$ cat src/rtl/plb_pkg.sv
// ----------------------------------------------------------------------------
// plb_pkg
// Shared types and constants for the pixel layer blend block: blend mode
// codes, register indexes, per-channel operation codes and the control
// bundle handed to each channel datapath.
// ----------------------------------------------------------------------------
`default_nettype none

package plb_pkg;

  // Pixel and alpha widths
  localparam int unsigned ChanW   = 8;
  localparam int unsigned AlphaW  = 9;
  localparam int unsigned ModeW   = 3;
  localparam int unsigned CfgIdxW = 2;
  localparam int unsigned CfgDatW = 9;

  // Full layer weight and the rounding constant for a >> 8
  localparam logic [AlphaW-1:0] ALPHA_ONE  = 9'd256;
  localparam logic [16:0]       ROUND_HALF = 17'd128;

  // Register indexes on the configuration port
  localparam logic [CfgIdxW-1:0] CFG_BLEND_MODE  = 2'd0;
  localparam logic [CfgIdxW-1:0] CFG_ALPHA_LEVEL = 2'd1;
  localparam logic [CfgIdxW-1:0] CFG_MARK_VALUE  = 2'd2;

  // Register reset values
  localparam logic [ModeW-1:0]  BLEND_MODE_RST  = 3'd2;
  localparam logic [AlphaW-1:0] ALPHA_LEVEL_RST = 9'd128;
  localparam logic [ChanW-1:0]  MARK_VALUE_RST  = 8'd255;

  // Blend mode codes for the selection pass
  localparam logic [ModeW-1:0] BLEND_MARK   = 3'd0;
  localparam logic [ModeW-1:0] BLEND_ALPHA1 = 3'd1;
  localparam logic [ModeW-1:0] BLEND_ALPHA2 = 3'd2;
  localparam logic [ModeW-1:0] BLEND_ALPHA3 = 3'd3;
  localparam logic [ModeW-1:0] BLEND_OR     = 3'd4;
  localparam logic [ModeW-1:0] BLEND_OR_MAX = 3'd5;

  // Pass selector on the func input
  localparam logic FUNC_HIDDEN = 1'b0;

  // Operation applied by each channel datapath
  typedef enum logic [2:0] {
    OP_PASS,
    OP_MARK,
    OP_ALPHA,
    OP_OR,
    OP_MAX
  } plb_op_e;

  // Per-pixel control handed to the channel datapaths
  typedef struct packed {
    plb_op_e            op;
    logic [AlphaW-1:0]  alpha;
    logic [ChanW-1:0]   mark;
  } plb_ctrl_t;

endpackage : plb_pkg

`default_nettype wire

$ cat src/rtl/plb_channel.sv
// ----------------------------------------------------------------------------
// plb_channel
// Datapath for one colour channel: pass, mark, alpha blend with rounding,
// OR, or max against the alpha-scaled layer value.
// ----------------------------------------------------------------------------
`default_nettype none

module plb_channel (
  input  wire plb_pkg::plb_ctrl_t         ctrl_i,
  input  wire logic [plb_pkg::ChanW-1:0]  acc_i,
  input  wire logic [plb_pkg::ChanW-1:0]  layer_i,
  output logic      [plb_pkg::ChanW-1:0]  out_o
);
  import plb_pkg::*;

  logic [AlphaW-1:0] base_weight;
  logic [16:0]       prod_acc;
  logic [16:0]       prod_layer;
  logic [16:0]       blend_sum;
  logic [16:0]       scaled_sum;
  logic [ChanW-1:0]  blend_val;
  logic [ChanW-1:0]  scaled_val;

  // Weighted sum of running and layer values, rounded half up
  assign base_weight = ALPHA_ONE - ctrl_i.alpha;
  assign prod_acc    = {9'd0, acc_i} * {8'd0, base_weight};
  assign prod_layer  = {9'd0, layer_i} * {8'd0, ctrl_i.alpha};
  assign blend_sum   = prod_acc + prod_layer + ROUND_HALF;
  assign scaled_sum  = prod_layer + ROUND_HALF;
  assign blend_val   = blend_sum[15:8];
  assign scaled_val  = scaled_sum[15:8];

  // Select the channel result
  always_comb begin
    case (ctrl_i.op)
      OP_MARK:  out_o = ctrl_i.mark;
      OP_ALPHA: out_o = blend_val;
      OP_OR:    out_o = acc_i | layer_i;
      OP_MAX: begin
        if ((layer_i != '0) && (scaled_val > acc_i)) begin
          out_o = scaled_val;
        end else begin
          out_o = acc_i;
        end
      end
      default:  out_o = acc_i;
    endcase
  end

endmodule : plb_channel

`default_nettype wire

$ cat src/rtl/pixel_layer_blend.sv
// Each accepted pixel passes through the input register and then the result register.
// Throughput: one pixel per cycle; the input register and the result
// register form a two-stage pipeline that stalls only on out_ready_i.
// Reset: rst_ni clears both stage valid flags and loads blend_mode 2,
// alpha_level 128 and mark_value 255.
// ----------------------------------------------------------------------------
// pixel_layer_blend
// Per-pixel RGB layer compositor: registers one pixel, decodes the pass and
// blend mode, runs three channel datapaths and registers the new pixel.
// ----------------------------------------------------------------------------
`default_nettype none

module pixel_layer_blend (
  input  wire logic                            clk_i,
  input  wire logic                            rst_ni,
  // configuration write port
  input  wire logic                            cfg_we_i,
  input  wire logic [plb_pkg::CfgIdxW-1:0]     cfg_index_i,
  input  wire logic [plb_pkg::CfgDatW-1:0]     cfg_data_i,
  // input channel
  input  wire logic                            in_valid_i,
  output logic                                 in_ready_o,
  input  wire logic                            func_i,
  input  wire logic [plb_pkg::ChanW-1:0]       base_red_i,
  input  wire logic [plb_pkg::ChanW-1:0]       base_green_i,
  input  wire logic [plb_pkg::ChanW-1:0]       base_blue_i,
  input  wire logic [plb_pkg::ChanW-1:0]       acc_red_i,
  input  wire logic [plb_pkg::ChanW-1:0]       acc_green_i,
  input  wire logic [plb_pkg::ChanW-1:0]       acc_blue_i,
  input  wire logic [plb_pkg::ChanW-1:0]       layer_red_i,
  input  wire logic [plb_pkg::ChanW-1:0]       layer_green_i,
  input  wire logic [plb_pkg::ChanW-1:0]       layer_blue_i,
  // output channel
  output logic                                 out_valid_o,
  input  wire logic                            out_ready_i,
  output logic      [plb_pkg::ChanW-1:0]       out_red_o,
  output logic      [plb_pkg::ChanW-1:0]       out_green_o,
  output logic      [plb_pkg::ChanW-1:0]       out_blue_o
);
  import plb_pkg::*;

  // Configuration registers
  logic [ModeW-1:0]  blend_mode_q;
  logic [AlphaW-1:0] alpha_level_q;
  logic [ChanW-1:0]  mark_value_q;

  // Input stage
  logic              s1_valid_q;
  logic              func_q;
  logic [ChanW-1:0]  base_q  [3];
  logic [ChanW-1:0]  acc_q   [3];
  logic [ChanW-1:0]  layer_q [3];

  // Result stage
  logic              s2_valid_q;
  logic [ChanW-1:0]  res_q [3];
  logic [ChanW-1:0]  res_d [3];

  logic              in_xfer;
  logic              s1_advance;
  logic              base_black;
  logic              layer_on;
  logic [AlphaW-1:0] eff_alpha;
  plb_op_e           op;
  plb_ctrl_t         ctrl;

  // Write configuration registers
  always_ff @(posedge clk_i or negedge rst_ni) begin
    if (!rst_ni) begin
      blend_mode_q  <= BLEND_MODE_RST;
      alpha_level_q <= ALPHA_LEVEL_RST;
      mark_value_q  <= MARK_VALUE_RST;
    end else if (cfg_we_i) begin
      unique case (cfg_index_i)
        CFG_BLEND_MODE:  blend_mode_q  <= cfg_data_i[ModeW-1:0];
        CFG_ALPHA_LEVEL: alpha_level_q <= cfg_data_i[AlphaW-1:0];
        CFG_MARK_VALUE:  mark_value_q  <= cfg_data_i[ChanW-1:0];
        default: ;
      endcase
    end
  end

  // Pipeline handshake: advance stage one whenever the result stage frees up
  assign s1_advance = !s2_valid_q || out_ready_i;
  assign in_ready_o = !s1_valid_q || s1_advance;
  assign in_xfer    = in_valid_i && in_ready_o;

  always_ff @(posedge clk_i or negedge rst_ni) begin
    if (!rst_ni) begin
      s1_valid_q <= 1'b0;
      s2_valid_q <= 1'b0;
    end else begin
      if (in_ready_o) begin
        s1_valid_q <= in_valid_i;
      end
      if (s1_advance) begin
        s2_valid_q <= s1_valid_q;
      end
    end
  end

  // Capture the input pixel
  always_ff @(posedge clk_i) begin
    if (in_xfer) begin
      func_q     <= func_i;
      base_q[0]  <= base_red_i;
      base_q[1]  <= base_green_i;
      base_q[2]  <= base_blue_i;
      acc_q[0]   <= acc_red_i;
      acc_q[1]   <= acc_green_i;
      acc_q[2]   <= acc_blue_i;
      layer_q[0] <= layer_red_i;
      layer_q[1] <= layer_green_i;
      layer_q[2] <= layer_blue_i;
    end
  end

  // Pixel-wide conditions and saturated alpha
  assign base_black = (base_q[0] | base_q[1] | base_q[2]) == '0;
  assign layer_on   = (layer_q[0] | layer_q[1] | layer_q[2]) != '0;
  assign eff_alpha  = (alpha_level_q > ALPHA_ONE) ? ALPHA_ONE : alpha_level_q;

  // Decode pass and blend mode into one channel operation
  always_comb begin
    op = OP_PASS;
    if (func_q == FUNC_HIDDEN) begin
      op = (base_black && layer_on) ? OP_MARK : OP_PASS;
    end else begin
      unique case (blend_mode_q) inside
        BLEND_MARK: begin
          op = (base_black && layer_on) ? OP_MARK : OP_PASS;
        end
        BLEND_ALPHA1, BLEND_ALPHA2, BLEND_ALPHA3: begin
          op = layer_on ? OP_ALPHA : OP_PASS;
        end
        BLEND_OR: begin
          op = OP_OR;
        end
        BLEND_OR_MAX: begin
          if (base_black) begin
            op = OP_OR;
          end else if (layer_on) begin
            op = OP_MAX;
          end else begin
            op = OP_PASS;
          end
        end
        default: op = OP_PASS;
      endcase
    end
  end

  assign ctrl = '{op: op, alpha: eff_alpha, mark: mark_value_q};

  // Channel datapaths
  for (genvar c = 0; c < 3; c++) begin : g_chan
    plb_channel u_chan (
      .ctrl_i  (ctrl),
      .acc_i   (acc_q[c]),
      .layer_i (layer_q[c]),
      .out_o   (res_d[c])
    );
  end

  // Hold the result until transferred
  always_ff @(posedge clk_i) begin
    if (s1_advance && s1_valid_q) begin
      res_q[0] <= res_d[0];
      res_q[1] <= res_d[1];
      res_q[2] <= res_d[2];
    end
  end

  assign out_valid_o = s2_valid_q;
  assign out_red_o   = res_q[0];
  assign out_green_o = res_q[1];
  assign out_blue_o  = res_q[2];

endmodule : pixel_layer_blend

`default_nettype wire

$ cat config.mk
export PLATFORM = sky130hd
export DESIGN_NAME = pixel_layer_blend
export DESIGN_NICKNAME = d
export VERILOG_FILES = /design/src/rtl/plb_pkg.sv /design/src/rtl/plb_channel.sv /design/src/rtl/pixel_layer_blend.sv
export SDC_FILE = /design/constraint.sdc
export NUM_CORES = 1
export LEC_CHECK = 0
export BUFFER_PORTS_ARGS = -buffer_cell sky130_fd_sc_hd__buf_4
export CAP_MARGIN = 30
export CORE_ASPECT_RATIO = 1.1
export CORE_MARGIN = 8
export CORE_UTILIZATION = 38
export CTS_CLUSTER_DIAMETER = 120
export DETAILED_ROUTE_END_ITERATION = 8
export HOLD_SLACK_MARGIN = 0.08
export PLACE_DENSITY_LB_ADDON = 0.12
export SLEW_MARGIN = 20
export SYNTH_ARGS = -nofsm -noshare
export SYNTH_HDL_FRONTEND = slang
export SYNTH_SLANG_ARGS = --single-unit
$ cat constraint.sdc
create_clock -name clk_i -period 11.2 [get_ports clk_i]
set_input_delay 2.24 -clock clk_i [delete_from_list [all_inputs] [get_ports clk_i]]
set_output_delay 2.24 -clock clk_i [all_outputs]
set_load 0.01 [all_outputs]
Word-level counts from Yosys, hierarchy flattened
Memory sizes are Yosys's and may differ from the RTL's.
Index checks and enable logic that the tools add are counted.

word-level totals
  register bits = 23
  logic and storage cells = 86
  bits of input ports = 89
  RAM bits = 96
  memories kept = 4
  output and inout port bits = 26

operators by class
  bitwise operators = 7
  reductions and logical operators = 21
  add/sub/neg operators = 10
  equal/unequal tests = 11
  multiplexer cells = 17
  multipliers = 6
  magnitude comparators = 4

memories
  memory   depth  bits a word  rd ports  clocked after memory_dff  wr ports  line                     RTL
  acc_q    3      8            3         0                         3         pixel_layer_blend.sv:51  logic [ChanW-1:0] acc_q [3];
  base_q   3      8            3         0                         3         pixel_layer_blend.sv:50  logic [ChanW-1:0] base_q [3];
  layer_q  3      8            3         0                         3         pixel_layer_blend.sv:52  logic [ChanW-1:0] layer_q [3];
  res_q    3      8            3         0                         3         pixel_layer_blend.sv:56  logic [ChanW-1:0] res_q [3];

operators with widths
  kind                                                                   number
  16-bit by 8-bit adder with 16-bit output, second input constant        6
  8-bit by 9-bit multiplier with 16-bit output                           6
  8-bit one-hot mux with 4 select lines                                  3
  8-bit OR                                                               7
  16-bit adder                                                           3
  8-bit nonzero test                                                     4
  8-bit greater-than comparator                                          3
  8-bit two-way mux                                                      3
  3-bit by 2-bit equality test with 1-bit output, second input constant  4
  3-bit one-hot mux with 4 select lines                                  1
  3-bit equality test, second input constant                             3
  9-bit greater-than comparator, second input constant                   1
  3-bit two-way mux                                                      3
  9-bit two-way mux                                                      1
  9-bit subtractor, first input constant                                 1
  8-bit zero test                                                        1
  3-bit by 1-bit equality test with 1-bit output, second input constant  2
  1-bit logical AND                                                      6
  2-bit AND reduction                                                    3
  1-bit two-way mux                                                      5
  3-bit zero test                                                        1
  3-bit OR reduction                                                     1
  2-bit by 1-bit equality test with 1-bit output, second input constant  1
  2-bit equality test, second input constant                             1
  other kinds (4)                                                        6

Depth between registers and ports, before layout
  depth in word-level cells = 9
  gate-level depth with buffers = 33
  gate-level depth less buffers = 30

By module
From an unflattened synthesis, not the netlist that was laid out.

unflattened totals
  cells, all modules = 2,342
  area total of the unflattened synthesis = 21,608.2 µm²

by module, submodules not included
  module                          area each (µm²)  cells an instance  times used  seq. area each (µm²)
  plb_channel (g_chan[1].u_chan)  5,987.0          740                1           0.0
  plb_channel (g_chan[0].u_chan)  5,821.8          712                1           0.0
  plb_channel (g_chan[2].u_chan)  5,790.6          703                1           0.0
  pixel_layer_blend               4,008.8          187                1           3,475.8

Least setup slack after synthesis
OpenSTA, ideal clock, no wires.

  kind = register to register
  start = register alpha_level_q[8]
  end = memory res_q[0][6], data pin
  cell stages (with the launch flop) = 30
  arrival = 8,586 ps
  required time = 10,939 ps
  buffers on the path = 3
  slack = 2,353 ps
  library setup time = 261 ps
  cell sequence = dfrtp_1 > clkbuf_1 > nor2b_1 > clkbuf_1 > clkbuf_1 > and2_1 > fa_1 > inv_1 > fa_1 > inv_1 > fa_1 > fa_1 > ha_1 > and3_1 > a2111oi_0 > xor2_1 > fa_1 > fa_1 > fa_1 > inv_1 > fa_1 > ha_1 > ha_1 > nand2_1 > a21oi_1 > o2111a_1 > o31a_1 > o21a_1 > or2_2 > o32a_1

RTL lines
  item                    line                     RTL
  from (decl)             pixel_layer_blend.sv:44  logic [AlphaW-1:0] alpha_level_q;
  from (signal assigned)  pixel_layer_blend.sv:76  CFG_ALPHA_LEVEL: alpha_level_q <= cfg_data_i[AlphaW-1:0];
  to (decl)               pixel_layer_blend.sv:56

==> results.yml <==
placement:
  hpwl_um: 51100
  placement.io_buffers: 114
  placed_cell_area_um2: 22800
  post-place-ws_ns: 1.59
  gp_congestion: 0.888
  placedCellCount: 3045
detailed_routing:
  avgViaCountPerCell: 5.29
  routed-via-count: 16300
  drtIter0Drc: 891
  ant_nets: 0
  drcViolationCount: 0
  routed_wl_um: 64000
  firstDrtPassIters: 5
  wl_per_cell_um: 20.8
setup_path:
  start_kind: "register"
  crit_required_ns: 11.42
  path_class: "register to register"
  crit_arrival_ns: 9.86
  cp-end-kind: "register"
  cp_max_fo: 20
  r2r_setup_slack_ns: 1.56
clocking:
  path_clk_slew_ns: 0.06
  cts_tree: "built"
  htree_levels: 4
  cts_hold_buf: 0
  cts_setup_buffers: 0
  cts-root-buf: "clkbuf_16"
  cts_buffers: 17
  clk_latency_ns: 0.50
  cts_resized: 0
  cts_max_path_buffers: 2
  cts.sinks: 119
timing:
  setup_ws_ns: 1.56
  hold_viol: 0
  tightest_slew_ns: 0.962
  clock.fmax_ghz: 0.104
  finClkSkew_ns: 0.0232
  maxSlewViolCount: 0
  setup_tns_ns: 0
  setup_viol_count_final: 0
  rsz0062_at_grt: "no"
  fin_crit_ns: 9.64
  max_slew_margin: 0.355
  finalCritPeriodShare: 0.860
finish:
  seqCellArea_um2: 3480
  final_cell_area_um2: 23400
  drive_gt1_frac: 0.106
  syn_to_final_growth_pct: 11.0
  n_antenna_cell: 0
  fin_cells: 3080
  multi_input_area_um2: 15800
  fillers: 5479
  nNetsFinal: 2955
yosys:
  yosysSeqAreaShare: 0.165
  synthFlopType: "edfxtp_1"
  ys_ff_latch: 119
  synth_warnings: 0
  synth_edf_count: 97
  synthArstFlopShare: 0.185
  syn_avg_cell_area_um2: 9.31
  syn-instance-count: 2265
  synth_area_um2: 21100
  yosysUniqueCellTypes: 86
  syn_nets: 2889
floorplanning:
  coreArea_um2: 54800
  fp-row-count: 90
  die_width_um: 241
  die-area_um2: 63300
  start_util: 0.384
  die_y_um: 263
  io_pins: 115
grt:
  grt_pass1_vias: 17500
  overflow: 0
  groute.usage.overall: 0.208
  grt_max_degree: 48
  grt_pass1_wl_um: 99600
  antenna_found_initial: 0
status:
  outcome: "finished clean"
run:
  cap_violations: 0
worst_hold_path:
  hold_class: "register to register"
==> routing by layer <==
layer,part of all wire,up-vias,GRT usage
li1,-,7535,-
met1,0.40,8225,0.243
met2,0.52,419,0.375
met3,0.042,113,0.0292
met4,0.042,0,0.0909
met5,0,-,0
==> layout make-up <==
class	instances	area share
flip-flops and latches	119	0.149
repair buffers	148	0.0490
inverters	388	0.0622
clock inverters	13	0.00476
clock buffers	19	0.0194
multi-input cells	1657	0.677
well taps	736	0.0394
==> synth_stat cells (4+ instances only) <==
cell type,number,area [um^2]
or3_1,16,100
mux2_2,20,225
a211oi_1,23,173
o41ai_1,4,35.0
o31ai_1,15,113
o32ai_1,4,35.0
a31oi_1,8,50.1
edfxtp_1,97,2910
a22oi_1,8,60.1
fa_1,288,5770
a21oi_1,43,215
and2_1,250,1560
dfrtp_1,12,300
o221ai_1,4,35.0
nor3_1,30,150
dfstp_2,10,263
ha_1,247,3090
nand2b_1,10,62.6
nor3b_1,5,37.5
and3_1,13,81.3
a2bb2oi_1,4,35.0
xnor2_1,63,552
nand3_1,23,115
a21o_1,21,158
xor2_1,18,158
inv_1,387,1450
o21ai_0,73,365
o21bai_1,5,37.5
and4_1,5,43.8
o21a_1,20,150
nand2_1,207,777
nand4_1,8,50.1
or2_2,11,68.8
nor4_1,24,150
o31a_1,7,61.3
nor2_1,78,293
clkbuf_1,99,372
nand3b_1,8,60.1
a41oi_1,7,61.3
nor2b_1,14,87.6
a2111oi_0,5,43.8
==> per-stage QoR <==
stage	hold WS [ns]	utilization
2_1_floorplan	0.449	-
3_3_place_gp	0.467	0.415
3_5_place_dp	0.484	0.416
4_1_cts	0.491	0.426
5_1_grt	0.518	0.427
6_report	0.485	0.427
==> cell usage in the layout, fill, tap and decap left out, types with 30 or more instances in the layout <==
| cell | Yosys | routed |
|---|---|---|
| a21oi_1 | 43 | 43 |
| and2_1 | 250 | 249 |
| buf_4 | 0 | 145 |
| edfxtp_1 | 97 | 97 |
| fa_1 | 288 | 288 |
| ha_1 | 247 | 247 |
| inv_1 | 387 | 387 |
| nand2_1 | 207 | 207 |
| nor2_1 | 78 | 78 |
| nor3_1 | 30 | 30 |
| o21ai_0 | 73 | 73 |
| xnor2_1 | 63 | 59 |
==> sequential cells by signal (all words and copies together), names as in the netlist <==
register	cells
acc_q	24
base_q	24
layer_q	24
res_q	24
alpha_level_q	9
mark_value_q	8
blend_mode_q	3
func_q	1
out_valid_o	1
s1_valid_q	1
==> worst paths after layout <==
kind | from | endpoint | cells after the start
worst min-delay path | s1_valid_q | out_valid_o | 1
worst max register to register | alpha_level_q[8] | res_q[0][23] | 26
worst min register to register | s1_valid_q | out_valid_o | 1
min in group asynchronous | rst_ni | s1_valid_q | 1
max in group asynchronous | rst_ni | mark_value_q[3] | 1
worst max-delay path | alpha_level_q[8] | res_q[0][23] | 26
==> kinds of logic after synthesis <==
| family | synth area share |
|---|---|
| compound gates | 0.0985 |
| xor+xnor | 0.0376 |
| fa+ha+maj | 0.420 |
| buf+inv | 0.0871 |
| flops | 0.165 |
| mux | 0.0112 |
| simple gates | 0.181 |
==> critical path, cell delays in order (launching register included) <==
cell and delay (ns):
dfrtp_1 0.54, nor2b_1 0.69, buf_4 0.40, and2_1 0.19, fa_1 0.45, fa_1 0.52
fa_1 0.50, inv_1 0.05, fa_1 0.47, inv_1 0.04, ha_1 0.36, o21a_1 0.19
a32oi_1 0.31, inv_1 0.18, fa_1 0.54, fa_1 0.44, fa_1 0.54, inv_1 0.05
fa_1 0.43, ha_1 0.29, ha_1 0.22, o41ai_1 0.58, a21oi_1 0.29, a211oi_1 0.32
xnor3_1 0.30, a2111oi_2 0.37, a211oi_1 0.09
Power is left out: the tool's default activity adds up to more than one toggle a clock period on the data nets, which glitch-free logic cannot reach.
